==> config.mk <==
export PLATFORM = sky130hd
export DESIGN_NAME = l4_checksum_offload_flat
export DESIGN_NICKNAME = d
export VERILOG_FILES = /design/src/hw/rtl/l4co_pkg.sv /design/src/hw/rtl/l4co_if.sv /design/src/hw/rtl/l4_checksum_offload.sv /design/src/hw/rtl/l4co_front.sv /design/src/hw/rtl/l4co_queue.sv /design/src/hw/rtl/l4co_back.sv /design/src/flat_wrapper.sv
export SDC_FILE = /design/constraint.sdc
export NUM_CORES = 2
export LEC_CHECK = 0
export ABC_AREA = 1
export BUFFER_PORTS_ARGS = -buffer_cell sky130_fd_sc_hd__clkbuf_2
export CORE_UTILIZATION = 35
export DETAILED_ROUTE_END_ITERATION = 8
export PLACE_DENSITY = 0.63
export SYNTH_ARGS = -nofsm -noshare
export SYNTH_HDL_FRONTEND = slang
export SYNTH_SLANG_ARGS = --single-unit
==> constraint.sdc <==
create_clock -name clk -period 10 [get_ports clk]
set_clock_uncertainty 0.15 [all_clocks]
set_input_delay 2 -clock clk [delete_from_list [all_inputs] [get_ports clk]]
set_output_delay 2 -clock clk [all_outputs]
set_load 0.02 [all_outputs]
==> src/hw/rtl/l4co_pkg.sv <==
// ----------------------------------------------------------------------------
// l4co_pkg: shared types and constants
// Frame summary record passed from the byte front end to the checksum back
// end, status codes, protocol numbers and register indexes.
// ----------------------------------------------------------------------------
package l4co_pkg;

  localparam int MAX_FRAME_BYTES_DEF = 16384;
  localparam int QUEUE_DEPTH_DEF     = 4;

  // Wide enough for any frame length up to 65536 bytes.
  localparam int LEN_W = 17;

  localparam logic [13:0] MTU_RESET  = 14'd1500;
  localparam logic        IPV6_RESET = 1'b1;

  // Register indexes.
  localparam logic REG_MTU  = 1'b0;
  localparam logic REG_IPV6 = 1'b1;

  // Result status codes.
  localparam logic [2:0] ST_OK        = 3'd0;
  localparam logic [2:0] ST_MISMATCH  = 3'd1;
  localparam logic [2:0] ST_GEN       = 3'd2;
  localparam logic [2:0] ST_BADLEN    = 3'd3;
  localparam logic [2:0] ST_UNHANDLED = 3'd4;

  // IP protocol numbers.
  localparam logic [7:0] PROTO_ICMP  = 8'd1;
  localparam logic [7:0] PROTO_IGMP  = 8'd2;
  localparam logic [7:0] PROTO_TCP   = 8'd6;
  localparam logic [7:0] PROTO_UDP   = 8'd17;
  localparam logic [7:0] PROTO_ICMP6 = 8'd58;

  localparam logic [7:0] ICMP6_ECHO_REQ = 8'd128;
  localparam logic [7:0] ICMP6_ECHO_REP = 8'd129;

  localparam logic [7:0] ETYPE_V6_HI = 8'h86;
  localparam logic [7:0] ETYPE_V6_LO = 8'hDD;
  localparam logic [3:0] IHL_MASK    = 4'h0F;

  // Everything the back end needs about one finished frame.
  typedef struct packed {
    logic [LEN_W-1:0] len;
    logic             is6;
    logic [3:0]       hw;
    logic [15:0]      plen;
    logic [7:0]       proto;
    logic [7:0]       icmp6;
    logic [15:0]      rc0;
    logic [15:0]      rc1;
    logic [15:0]      rc2;
    logic [31:0]      asum;
    logic [31:0]      psum;
    logic             dir;
  } frame_sum_t;

endpackage

==> src/hw/rtl/l4co_if.sv <==
// ----------------------------------------------------------------------------
// l4co_if: channel interfaces
// Byte input channel and result output channel, valid/ready handshake.
// ----------------------------------------------------------------------------
interface l4co_in_if;
  logic       valid;
  logic       ready;
  logic [7:0] data_byte;
  logic       last_byte;
  logic       outgoing;

  modport source (output valid, data_byte, last_byte, outgoing, input ready);
  modport sink   (input valid, data_byte, last_byte, outgoing, output ready);
endinterface

interface l4co_out_if;
  logic        valid;
  logic        ready;
  logic [2:0]  status;
  logic [15:0] checksum_value;
  logic [13:0] checksum_offset;

  modport source (output valid, status, checksum_value, checksum_offset, input ready);
  modport sink   (input valid, status, checksum_value, checksum_offset, output ready);
endinterface

==> src/hw/rtl/l4_checksum_offload.sv <==
// ----------------------------------------------------------------------------
// l4_checksum_offload: layer-4 checksum check and generation
// Sums TCP, UDP, ICMP, IGMP and ICMPv6 checksums over Ethernet frames fed one
// byte per word, and returns one result word per frame.
// ----------------------------------------------------------------------------
// Throughput: one byte word per cycle while the summary queue has room,
// including one-byte frames. A frame's summary goes through the queue write,
// the check stage, the fold stage and the output register.
// The front end stalls only when the summary queue (QUEUE_DEPTH frames) is full.
// Reset (synchronous, active high) clears all frame state and the queue and
// sets mtu_bytes to 1500 and ipv6_enable to 1.
module l4_checksum_offload
  import l4co_pkg::*;
#(
  parameter int MAX_FRAME_BYTES = MAX_FRAME_BYTES_DEF,
  parameter int QUEUE_DEPTH     = QUEUE_DEPTH_DEF
) (
  input  logic        clk,
  input  logic        rst,
  input  logic        cfg_we,
  input  logic        cfg_index,
  input  logic [13:0] cfg_data,
  l4co_in_if.sink     frame,
  l4co_out_if.source  result
);

  // Configuration registers. The user must write them only while the block is
  // idle; the block does not enforce this. Both halves read them directly.
  logic [13:0] mtu_bytes;
  logic        ipv6_enable;

  always_ff @(posedge clk) begin
    if (rst) begin
      mtu_bytes   <= MTU_RESET;
      ipv6_enable <= IPV6_RESET;
    end else if (cfg_we) begin
      unique case (cfg_index)
        REG_MTU:  mtu_bytes   <= cfg_data;
        REG_IPV6: ipv6_enable <= cfg_data[0];
        default:  ;
      endcase
    end
  end

  // The front end takes a byte whenever the queue has room for the summary
  // that a last byte might produce.
  logic       q_full, q_empty, push, pop, accept;
  frame_sum_t push_data, head;

  assign frame.ready = !q_full;
  assign accept      = frame.valid && frame.ready;

  l4co_front #(
    .MAX_FRAME_BYTES (MAX_FRAME_BYTES)
  ) u_front (
    .clk         (clk),
    .rst         (rst),
    .ipv6_enable (ipv6_enable),
    .accept      (accept),
    .data_byte   (frame.data_byte),
    .last_byte   (frame.last_byte),
    .outgoing    (frame.outgoing),
    .push        (push),
    .push_data   (push_data)
  );

  l4co_queue #(
    .DEPTH (QUEUE_DEPTH)
  ) u_queue (
    .clk       (clk),
    .rst       (rst),
    .push      (push),
    .push_data (push_data),
    .full      (q_full),
    .pop       (pop),
    .pop_data  (head),
    .empty     (q_empty)
  );

  // The back end is a stall-together pipeline ending in the output register.
  l4co_back u_back (
    .clk         (clk),
    .rst         (rst),
    .mtu_bytes   (mtu_bytes),
    .ipv6_enable (ipv6_enable),
    .empty       (q_empty),
    .head        (head),
    .pop         (pop),
    .result      (result)
  );

endmodule

==> src/hw/rtl/l4co_front.sv <==
// ----------------------------------------------------------------------------
// l4co_front: byte front end
// Parses headers byte by byte, accumulates the segment and address sums and
// emits one frame summary on the last byte.
// ----------------------------------------------------------------------------
module l4co_front
  import l4co_pkg::*;
#(
  parameter int MAX_FRAME_BYTES = MAX_FRAME_BYTES_DEF
) (
  input  logic       clk,
  input  logic       rst,
  input  logic       ipv6_enable,
  input  logic       accept,
  input  logic [7:0] data_byte,
  input  logic       last_byte,
  input  logic       outgoing,
  output logic       push,
  output frame_sum_t push_data
);

  localparam int POS_W = $clog2(MAX_FRAME_BYTES + 1);

  logic [POS_W-1:0] pos, pos_next;
  logic             is6, is6_next;
  logic [7:0]       type_high, type_high_next;
  logic [3:0]       hw, hw_next;
  logic [15:0]      lenf, lenf_next;
  logic [7:0]       proto, proto_next;
  logic [7:0]       icmp6, icmp6_next;
  logic [15:0]      rc0, rc0_next, rc1, rc1_next, rc2, rc2_next;
  logic [31:0]      asum, asum_next, psum, psum_next;
  logic             dir, dir_next;

  logic [LEN_W-1:0] pe, k, start;
  logic [6:0]       hdr;
  logic [15:0]      wp;
  logic             region;

  always_comb begin
    pos_next = pos; is6_next = is6; type_high_next = type_high; hw_next = hw;
    lenf_next = lenf; proto_next = proto; icmp6_next = icmp6;
    rc0_next = rc0; rc1_next = rc1; rc2_next = rc2;
    asum_next = asum; psum_next = psum; dir_next = dir;
    pe     = LEN_W'(pos);
    wp     = pos[0] ? {8'h00, data_byte} : {data_byte, 8'h00};
    hdr    = '0;
    start  = '0;
    k      = '0;
    region = 1'b0;
    push   = 1'b0;

    if (accept) begin
      if (pos == '0) dir_next = outgoing;
      if (pos != POS_W'(MAX_FRAME_BYTES)) begin
        if (pe == LEN_W'(12)) type_high_next = data_byte;
        if (pe == LEN_W'(13))
          is6_next = ipv6_enable && (type_high == ETYPE_V6_HI) && (data_byte == ETYPE_V6_LO);
        if (pe >= LEN_W'(14)) begin
          if (is6) begin
            if (pe == LEN_W'(18)) lenf_next[15:8] = data_byte;
            if (pe == LEN_W'(19)) lenf_next[7:0]  = data_byte;
            if (pe == LEN_W'(20)) proto_next      = data_byte;
            if (pe >= LEN_W'(22) && pe <= LEN_W'(53)) asum_next = asum + 32'(wp);
          end else begin
            if (pe == LEN_W'(14)) hw_next         = data_byte[3:0] & IHL_MASK;
            if (pe == LEN_W'(16)) lenf_next[15:8] = data_byte;
            if (pe == LEN_W'(17)) lenf_next[7:0]  = data_byte;
            if (pe == LEN_W'(23)) proto_next      = data_byte;
            if (pe >= LEN_W'(26) && pe <= LEN_W'(33)) asum_next = asum + 32'(wp);
          end
          hdr   = is6 ? 7'd40 : {1'b0, hw_next, 2'b00};
          start = LEN_W'(hdr) + LEN_W'(14);
          if (pe >= start) begin
            k = pe - start;
            if (is6) region = pe < start + LEN_W'(lenf_next);
            else region = (pe <= LEN_W'(17)) || (pe < LEN_W'(14) + LEN_W'(lenf_next));
            if (region) psum_next = psum + 32'(wp);
            if (k == LEN_W'(0)) icmp6_next = data_byte;
            if (k == LEN_W'(2))  rc0_next[15:8] = data_byte;
            if (k == LEN_W'(3))  rc0_next[7:0]  = data_byte;
            if (k == LEN_W'(6))  rc1_next[15:8] = data_byte;
            if (k == LEN_W'(7))  rc1_next[7:0]  = data_byte;
            if (k == LEN_W'(16)) rc2_next[15:8] = data_byte;
            if (k == LEN_W'(17)) rc2_next[7:0]  = data_byte;
          end
        end
        pos_next = pos + POS_W'(1);
      end
      push = last_byte;
    end

    push_data.len   = LEN_W'(pos_next);
    push_data.is6   = is6_next;
    push_data.hw    = hw_next;
    push_data.plen  = lenf_next;
    push_data.proto = proto_next;
    push_data.icmp6 = icmp6_next;
    push_data.rc0   = rc0_next;
    push_data.rc1   = rc1_next;
    push_data.rc2   = rc2_next;
    push_data.asum  = asum_next;
    push_data.psum  = psum_next;
    push_data.dir   = dir_next;
  end

  always_ff @(posedge clk) begin
    if (rst || push) begin
      pos <= '0; is6 <= 1'b0; type_high <= '0; hw <= '0; lenf <= '0;
      proto <= '0; icmp6 <= '0; rc0 <= '0; rc1 <= '0; rc2 <= '0;
      asum <= '0; psum <= '0; dir <= 1'b0;
    end else begin
      pos <= pos_next; is6 <= is6_next; type_high <= type_high_next;
      hw <= hw_next; lenf <= lenf_next; proto <= proto_next;
      icmp6 <= icmp6_next; rc0 <= rc0_next; rc1 <= rc1_next; rc2 <= rc2_next;
      asum <= asum_next; psum <= psum_next; dir <= dir_next;
    end
  end

endmodule

==> src/hw/rtl/l4co_queue.sv <==
// ----------------------------------------------------------------------------
// l4co_queue: frame summary queue
// Small register FIFO between the front end and the back end.
// ----------------------------------------------------------------------------
module l4co_queue
  import l4co_pkg::*;
#(
  parameter int DEPTH = QUEUE_DEPTH_DEF
) (
  input  logic       clk,
  input  logic       rst,
  input  logic       push,
  input  frame_sum_t push_data,
  output logic       full,
  input  logic       pop,
  output frame_sum_t pop_data,
  output logic       empty
);

  localparam int PTR_W = (DEPTH > 1) ? $clog2(DEPTH) : 1;
  localparam int CNT_W = $clog2(DEPTH + 1);

  frame_sum_t       mem [DEPTH];
  logic [PTR_W-1:0] wptr, rptr;
  logic [CNT_W-1:0] count;

  assign full     = (count == CNT_W'(DEPTH));
  assign empty    = (count == '0);
  assign pop_data = mem[rptr];

  always_ff @(posedge clk) begin
    if (push) mem[wptr] <= push_data;
  end

  always_ff @(posedge clk) begin
    if (rst) begin
      wptr  <= '0;
      rptr  <= '0;
      count <= '0;
    end else begin
      if (push) wptr <= (wptr == PTR_W'(DEPTH - 1)) ? '0 : wptr + PTR_W'(1);
      if (pop)  rptr <= (rptr == PTR_W'(DEPTH - 1)) ? '0 : rptr + PTR_W'(1);
      if (push && !pop) count <= count + CNT_W'(1);
      else if (pop && !push) count <= count - CNT_W'(1);
    end
  end

endmodule

==> src/hw/rtl/l4co_back.sv <==
// ----------------------------------------------------------------------------
// l4co_back: checksum back end
// Three-stage pipeline: length and protocol checks with the pseudo-header
// add, then the one's complement fold, then the output word register.
// ----------------------------------------------------------------------------
module l4co_back
  import l4co_pkg::*;
(
  input  logic       clk,
  input  logic       rst,
  input  logic [13:0] mtu_bytes,
  input  logic       ipv6_enable,
  input  logic       empty,
  input  frame_sum_t head,
  output logic       pop,
  l4co_out_if.source result
);

  typedef struct packed {
    logic        early;
    logic [2:0]  st;
    logic [13:0] off;
    logic [31:0] sum;
    logic [15:0] rc;
    logic        dir;
    logic        udp;
  } stage_t;

  typedef struct packed {
    logic        early;
    logic [2:0]  st;
    logic [13:0] off;
    logic [15:0] folded;
    logic        dir;
    logic        udp;
  } fold_t;

  logic   adv;
  logic   a_valid, b_valid;
  stage_t a, a_next;
  fold_t  b, b_next;

  logic [LEN_W-1:0] len;
  logic [6:0]       hdr;
  logic [15:0]      ulen;
  logic             underflow, udp, tcp, icmp, v6p, pseudo;
  logic [4:0]       need;
  logic [31:0]      t;
  logic [16:0]      f;
  logic [15:0]      val;

  assign adv = !result.valid || result.ready;
  assign pop = adv && !empty;

  // Stage A: checks in order, offset and the pre-subtraction sum.
  always_comb begin
    len       = head.len;
    hdr       = head.is6 ? 7'd40 : {1'b0, head.hw, 2'b00};
    underflow = !head.is6 && (head.plen < 16'(hdr));
    ulen      = head.is6 ? head.plen : (underflow ? 16'd0 : head.plen - 16'(hdr));
    udp       = head.proto == PROTO_UDP;
    tcp       = head.proto == PROTO_TCP;
    icmp      = (head.proto == PROTO_ICMP) || (head.proto == PROTO_IGMP);
    v6p       = (head.proto == PROTO_ICMP6) && ipv6_enable;
    pseudo    = udp || tcp || (v6p && head.is6);
    need      = ((head.icmp6 == ICMP6_ECHO_REQ) || (head.icmp6 == ICMP6_ECHO_REP)) ? 5'd8
                                                                                     : 5'd24;
    a_next.early = 1'b1;
    a_next.st    = ST_BADLEN;
    a_next.off   = '0;
    a_next.dir   = head.dir;
    a_next.udp   = udp;
    a_next.rc    = udp ? head.rc1 : (tcp ? head.rc2 : head.rc0);
    a_next.sum   = head.psum + (pseudo ? head.asum + 32'(ulen) + 32'(head.proto) : 32'd0);

    if (head.is6 ? (len < LEN_W'(54) || len < LEN_W'(54) + LEN_W'(head.plen))
                 : (len < LEN_W'(34) || len < LEN_W'(14) + LEN_W'(hdr) ||
                    len < LEN_W'(14) + LEN_W'(head.plen))) begin
      a_next.st = ST_BADLEN;
    end else if (!(udp || tcp || icmp || v6p)) begin
      a_next.st = ST_UNHANDLED;
    end else if (v6p && !udp && !tcp && !icmp ?
                 (len < LEN_W'(14) + LEN_W'(hdr) + LEN_W'(need)) :
                 (underflow || ulen < (tcp ? 16'd20 : 16'd8) ||
                  len < LEN_W'(14) + LEN_W'(hdr) + (tcp ? LEN_W'(20) : LEN_W'(8)))) begin
      a_next.st = ST_BADLEN;
    end else if (!head.dir && udp && head.rc1 == 16'd0) begin
      a_next.st  = ST_OK;
      a_next.off = 14'(7'd20 + hdr);
    end else if (underflow || ulen < 16'd8 ||
                 (17'(ulen) + 17'(hdr)) > 17'(mtu_bytes)) begin
      a_next.st = ST_BADLEN;
    end else begin
      a_next.early = 1'b0;
      a_next.off   = 14'(7'd14 + hdr) + (udp ? 14'd6 : (tcp ? 14'd16 : 14'd2));
    end
  end

  // Stage B: subtract the received field when generating, fold to 16 bits.
  always_comb begin
    t = a.dir ? a.sum - 32'(a.rc) : a.sum;
    f = {1'b0, t[31:16]} + {1'b0, t[15:0]};
    b_next.early  = a.early;
    b_next.st     = a.st;
    b_next.off    = a.off;
    b_next.dir    = a.dir;
    b_next.udp    = a.udp;
    b_next.folded = f[15:0] + {15'd0, f[16]};
    val           = ~b.folded;
  end

  always_ff @(posedge clk) begin
    if (rst) begin
      a_valid      <= 1'b0;
      b_valid      <= 1'b0;
      result.valid <= 1'b0;
    end else if (adv) begin
      a_valid      <= !empty;
      b_valid      <= a_valid;
      result.valid <= b_valid;
    end
  end

  always_ff @(posedge clk) begin
    if (adv) begin
      a <= a_next;
      b <= b_next;
      result.checksum_offset <= b.off;
      if (b.early) begin
        result.status         <= b.st;
        result.checksum_value <= 16'd0;
      end else if (b.dir) begin
        result.status         <= ST_GEN;
        result.checksum_value <= (val == 16'd0 && b.udp) ? 16'hFFFF : val;
      end else begin
        result.status         <= (val == 16'd0) ? ST_OK : ST_MISMATCH;
        result.checksum_value <= val;
      end
    end
  end

endmodule

==> src/flat_wrapper.sv <==
// flat-port wrapper written by rule: the top's interface ports become plain ports
module l4_checksum_offload_flat import l4co_pkg::*;
#(
  parameter int MAX_FRAME_BYTES = MAX_FRAME_BYTES_DEF,
  parameter int QUEUE_DEPTH     = QUEUE_DEPTH_DEF
)
  (clk, rst, cfg_we, cfg_index, cfg_data, frame_valid, frame_data_byte, frame_last_byte, frame_outgoing, frame_ready, result_valid, result_status, result_checksum_value, result_checksum_offset, result_ready);
  l4co_in_if frame_i ();
  l4co_out_if result_i ();
  input  logic clk;
  input  logic rst;
  input  logic cfg_we;
  input  logic cfg_index;
  input  logic [13:0] cfg_data;
  input wire logic [$bits(frame_i.valid)-1:0] frame_valid;
  input wire logic [$bits(frame_i.data_byte)-1:0] frame_data_byte;
  input wire logic [$bits(frame_i.last_byte)-1:0] frame_last_byte;
  input wire logic [$bits(frame_i.outgoing)-1:0] frame_outgoing;
  output wire logic [$bits(frame_i.ready)-1:0] frame_ready;
  output wire logic [$bits(result_i.valid)-1:0] result_valid;
  output wire logic [$bits(result_i.status)-1:0] result_status;
  output wire logic [$bits(result_i.checksum_value)-1:0] result_checksum_value;
  output wire logic [$bits(result_i.checksum_offset)-1:0] result_checksum_offset;
  input wire logic [$bits(result_i.ready)-1:0] result_ready;
  assign frame_i.valid = frame_valid;
  assign frame_i.data_byte = frame_data_byte;
  assign frame_i.last_byte = frame_last_byte;
  assign frame_i.outgoing = frame_outgoing;
  assign frame_ready = frame_i.ready;
  assign result_valid = result_i.valid;
  assign result_status = result_i.status;
  assign result_checksum_value = result_i.checksum_value;
  assign result_checksum_offset = result_i.checksum_offset;
  assign result_i.ready = result_ready;
  l4_checksum_offload #(.MAX_FRAME_BYTES(MAX_FRAME_BYTES), .QUEUE_DEPTH(QUEUE_DEPTH)) u_core (.clk(clk), .rst(rst), .cfg_we(cfg_we), .cfg_index(cfg_index), .cfg_data(cfg_data), .frame(frame_i), .result(result_i));
endmodule
Word level (Yosys, flattened, before mapping)
Memories as Yosys holds them, arrays and structs flattened. A register that Yosys moved wholly into a read port is not among the register bits.
Cells that the tools add are included.
{"block": "word_totals", "mem_count": 1, "latchBits": 0, "register_bits": 335, "output_inout_bits": 35, "ram_bits": 660, "romBits": 0, "input_bits": 30, "wordCells": 276}
{"name": "u_core.u_queue.mem", "depth": 4, "width": 165, "read_ports": 1, "rd_ports_with_merged_regs": 1, "write_ports": 1, "line": "l4co_queue.sv:23", "text": "frame_sum_t mem [DEPTH];"}
{"block": "op_classes", "n_bitwise": 3, "shift": 0, "eq_ne": 28, "add_sub_neg": 27, "n_div": 0, "n_mux": 106, "reduce_logical": 54, "order_cmp": 20, "multipliers": 0}
{"operator": "16-bit 2-to-1 mux", "count": 27}
{"operator": "32-bit 2-to-1 mux", "count": 13}
{"operator": "8-bit 2-to-1 mux", "count": 22}
{"operator": "32-bit by 16-bit adder with 32-bit output", "count": 3}
{"operator": "15-bit by 5-bit == test with 1-bit output (second input constant)", "count": 6}
{"operator": "17-bit < comparator", "count": 4}
{"operator": "15-bit by 4-bit == test with 1-bit output (second input constant)", "count": 3}
{"operator": "4-bit by 16-bit adder with 17-bit output (first input constant)", "count": 2}
{"operator": "17-bit by 2-bit == test with 1-bit output (second input constant)", "count": 2}
{"operator": "17-bit by 3-bit == test with 1-bit output (second input constant)", "count": 2}
{"operator": "17-bit by 5-bit == test with 1-bit output (second input constant)", "count": 2}
{"operator": "15-bit by 17-bit < comparator with 1-bit output", "count": 2}
{"operator": "17-bit by 6-bit < comparator with 1-bit output (second input constant)", "count": 2}
{"operator": "32-bit adder", "count": 1}
{"operator": "32-bit by 8-bit adder with 32-bit output", "count": 1}
{"operator": "8-bit == test (second input constant)", "count": 4}
{"operator": "16-bit zero test", "count": 2}
{"operator": "4-bit 2-to-1 mux", "count": 8}
{"operator": "32-bit by 16-bit subtractor with 32-bit output", "count": 1}
{"operator": "15-bit by 5-bit greater-or-equal comparator with 1-bit output (second input constant)", "count": 2}
{"operator": "15-bit by 6-bit <= comparator with 1-bit output (second input constant)", "count": 2}
{"operator": "15-bit 2-to-1 mux", "count": 2}
{"operator": "5-bit 2-to-1 mux", "count": 5}
{"operator": "16-bit by 16-bit adder with 17-bit output", "count": 1}
{"operator": "other kinds (48)", "count": 119}

Logic depth before layout (Yosys ltp)
{"block": "depth", "word_depth": 20, "mapped_depth": 46, "depth_no_buf": 41}

Modules after synthesis
A second synthesis with hierarchy kept.
{"block": "unflattened", "hier_cells": 5569, "area_unflattened_um2": 52004.9}
{"mod": "l4co_queue", "area_per_inst_um2": 25186.7, "instances": 1, "seq_area_each_um2": 20239.4, "cells_each": 1673}
{"mod": "l4co_back", "area_per_inst_um2": 13411.6, "instances": 1, "seq_area_each_um2": 3393.3, "cells_each": 1833}
{"mod": "l4co_front", "area_per_inst_um2": 12752.2, "instances": 1, "seq_area_each_um2": 3463.3, "cells_each": 1976}
{"mod": "l4_checksum_offload", "area_per_inst_um2": 654.4, "instances": 1, "seq_area_each_um2": 300.3, "cells_each": 87}

Worst setup path after synthesis
Ideal clock, no wire load.
{"block": "synth_timing", "path_kind": "input -> register", "start": "in frame_valid", "end": "mem u_core.u_queue.mem[0][0] (netlist name) (enable)", "slack_ns": -0.209, "path_buffers": 1, "stages": 5, "t_arrival_ns": 9.368, "path_cell_list": "nand2_1 -> clkbuf_1 -> inv_1 -> nand2_1 -> nor2_1"}
{"block": "synth_via", "elab_chain_len": 4}
{"element": "from (decl)", "line": "flat_wrapper.sv:15", "text": "input wire logic [$bits(frame_i.valid)-1:0] frame_valid;"}
{"element": "1-bit logical AND", "line": "l4_checksum_offload.sv:51", "text": "assign accept = frame.valid && frame.ready;"}
{"element": "1-bit 2-to-1 mux", "line": "l4co_front.sv:53", "text": "if (accept) begin"}
{"element": "1-bit 2-to-1 mux", "line": "l4co_queue.sv:32", "text": "if (push) mem[wptr] <= push_data;"}
{"element": "1-bit 2-to-1 mux (not written as such)", "line": "l4co_queue.sv:32"}
{"element": "to (decl)", "line": "l4co_queue.sv:23"}
No other way between the ends.

==> impl_metrics.yaml <==
status:
  status: "finished, final reports clean"
clock_network:
  cts_tree: "yes"
  root_buffer: "clkbuf_16"
  path_clk_slew_ns: 0.06
  cts_resized: 0
  worstSkewPairLatency_ns: 0.72
  numClockSinks: 966
  clockBufferDepth: 3
  numCtsBuffers: 105
  postCtsSetupRepairBufs: 0
  htree_num_levels: 3
  hold_buffers: 0
place:
  dp_hpwl_mm: 93.6
  placed_cell_area_mm2: 0.0526
  port_buffers: 56
  gp_congestion: 0.922
  dpl.cell_count: 7128
  pre_cts_slack_ns: 1.40
sta:
  fmax_mhz: 115
  worst_slack_ns: 1.32
  slew-limit-headroom_pct: 27.2
  drv_slew: 0
  rsz0062_at_grt: "false"
  fin_crit_sh_pct: 86.8
  worst_pin_slew_ns: 1.08
  hold_violations: 0
  finalCriticalPeriod_ns: 8.68
  setup_viol: 0
setup_path:
  ff2ff_setup_slack_ns: 1.32
  cpLargestDelayFamily: "simple AND/OR/NAND/NOR gates"
  crit_fanout: 72
  cp.arrival_ns: 8.97
  cp.buffers_inverters: 7
  worstPathRequired_ns: 10.29
  crit_type: "flop to flop"
  crit_slowest_cell: "buf_4"
  worst_setup_path_end_kind: "flop"
  critPathLaunchType: "flop"
  critPathMaxStageDelay_ns: 0.61
die:
  rows: 138
  core-area_mm2: 0.142
  dieArea_mm2: 0.146
  die-height_um: 382
  pin_count: 65
  start_util_pct: 35.4
  die_x_um: 382
yosys:
  yosys.area_share.xor_xnor_pct: 3.62
  synth_fa_ha_area_share_pct: 6.97
  synth_simple_gate_area_share_pct: 17.3
  synth_compound_area_share_pct: 11.9
  syn-instance-count: 5329
  synth_edf_count: 767
  synth_area_per_cell_um2: 9.46
  synth_top_family_by_area: "simple AND/OR/NAND/NOR gates"
  syn_area_mm2: 0.0504
  synthArstFlopShare_pct: 0
  synth.distinct_cells: 73
  synth_warnings: 0
  synth_flop_cell: "edfxtp_1"
  muxShareOfSynthArea_pct: 0
  yosysSeqAreaShare_pct: 53.6
  ys_ff_latch: 966
min_path:
  hold_class: "flop to flop"
finish:
  layout.nets: 5645
  area_growth_pct: 11.2
  layoutNonFillerInstCount: 7329
  final_util_pct: 39.4
  post-route-cell-area_mm2: 0.0561
  drive_gt1_share_pct: 7.71
grt:
  grt_usage_pct: 18.5
  antenna_found_initial: 3
  grt-ovfl-total: 0
  grt_pass1_vias: 35800
  grt_pass1_wl_mm: 211
  grt_max_degree: 142
detailed_routing:
  num_vias: 37700
  first_pass_iters: 6
  drcViolationCount: 0
  via_per_inst: 5.14
  ant_nets: 0
  drt_wl_total_mm: 137
  first_iter_violations: 3336
  wl_per_cell_um: 18.8
run:
  maxCapViolCount: 0
power_and_ir_drop:
  ir_drop_uv: 243
  power.leakage_nw: 22.9
  power_mw: 16.7
  powerDensity_mw_per_mm2: 297
-- synth_stat cells, types with 12 or more instances --
master    count  share of area (%)
buf_2        27               0.27
nand2_2      21               0.26
edfxtp_1    767                 46
nor2_1      520                3.9
nand4_1      59               0.73
nand2_1     980                7.3
xnor2_1      65                1.1
fa_1         18               0.71
nor2_2       14               0.17
a221o_1      16               0.32
or2_2        21               0.26
clkbuf_1    105               0.78
o21ai_0     374                3.7
a221oi_1     22               0.38
buf_4        30               0.45
o211ai_1     13               0.19
buf_6        17               0.38
nand3_2      12               0.24
o21ai_1      30               0.30
buf_1        13              0.097
inv_2        36               0.27
a211oi_1     18               0.27
inv_1       579                4.3
a21oi_1     390                3.9
xor2_1      140                2.4
ha_1        252                6.3
o22ai_1      88                1.1
a211oi_2     13               0.32
nor3_1       69               0.68
nand3_1     231                2.3
nor4_1       33               0.41
dfxtp_1     199                7.9
-- metrics by stage --
step | TNS, ns | hold slack (ns)
final | 0 | 0.267
after global routing | 0 | 0.278
after CTS | 0 | 0.268
after detailed placement | 0 | 0.255
after global placement | 0 | 0.253
after floorplan | -137.26 | 0.250
-- metal layers --
metal  vias up  track usage, %  wire, um
li1      18300               -         -
met1     18000            24.8     60800
met2      1091            30.7     64500
met3       209            2.55      8120
met4         0            6.13      4020
met5         -               0         0
-- cells in the final DEF (no fill, tap or decap), drive strengths merged, types with 11 or more instances in the layout --
| master | netlist | final |
|---|---|---|
| a211oi | 31 | 31 |
| a21boi | 11 | 11 |
| a21oi | 393 | 393 |
| a221o | 16 | 16 |
| a221oi | 22 | 22 |
| a32oi | 11 | 11 |
| and2 | 11 | 11 |
| buf | 87 | 38 |
| clkbuf | 105 | 190 |
| clkinv | 4 | 46 |
| dfxtp | 199 | 199 |
| edfxtp | 767 | 767 |
| fa | 18 | 18 |
| ha | 252 | 252 |
| inv | 615 | 622 |
| nand2 | 1005 | 1005 |
| nand3 | 244 | 244 |
| nand4 | 60 | 60 |
| nor2 | 545 | 545 |
| nor3 | 77 | 77 |
| nor4 | 34 | 34 |
| o211ai | 13 | 13 |
| o21ai | 405 | 405 |
| o22ai | 88 | 88 |
| or2 | 24 | 24 |
| xnor2 | 65 | 65 |
| xor2 | 142 | 142 |
-- state kept, by name, summed over array words and instances, names as in the netlist, 14 cells and up, named ones only --
name and count:
u_core.u_front.pos 15, u_core.u_front.lenf 16, u_core.u_front.rc2 16, u_core.u_back.b 27, u_core.u_queue.mem 656, u_core.u_back.result.checksum_value 16
u_core.u_front.psum 32, u_core.u_front.rc1 16, u_core.u_front.rc0 16, u_core.u_front.asum 32, u_core.u_back.a 59, u_core.mtu_bytes 14
-- worst reg2reg max path, delay by kind of cell, from the launching register on --
| kind | cells | cell delay (ns) |
|---|---|---|
| AND/OR/NAND/NOR | 17 | 3.12 |
| adder cells (fa/ha/maj) | 6 | 2.02 |
| buffers and inverters | 7 | 1.36 |
| AO/OA/AOI/OAI | 6 | 1.20 |
| flip-flops | 1 | 0.41 |
| XOR/XNOR | 1 | 0.18 |
-- kinds of logic (layout without fill, tap and decap cells) --
group           count (synthesis)  after routing
fa+ha+maj                     270            270
simple gates                 2018           2018
compound gates               1056           1056
xor+xnor                      207            207
other cells                     1              9
flops                         966            966
buf+inv                       811            913
-- where the power goes --
group	internal, mW	total, mW	switching, mW
clock	2.29	3.93	1.64
sequential	4.77	4.96	0.188
combinational	2.54	7.76	5.22
-- area by class of cell --
| cell class | instances | area [um^2] |
|---|---|---|
| antenna | 1 | 2.50 |
| clock buffer | 134 | 2850 |
| clock inverter | 66 | 701 |
| fill | 13900 | 86200 |
| inverter | 619 | 2340 |
| multi-input combinational | 3559 | 20200 |
| sequential | 966 | 27000 |
| tap | 1890 | 2360 |
| timing repair buffer | 94 | 666 |
-- worst paths after layout --
| path | to | cells past startpoint | start |
|---|---|---|---|
| min reg2reg | u_core.u_back.result.checksum_offset[1] | 0 | u_core.u_back.b[19] |
| min | u_core.u_back.result.checksum_offset[1] | 0 | u_core.u_back.b[19] |
| max | u_core.u_back.a[49] | 37 | flop |
| max reg2reg | u_core.u_back.a[49] | 37 | flop |
Power figures use the tool's default switching activity.
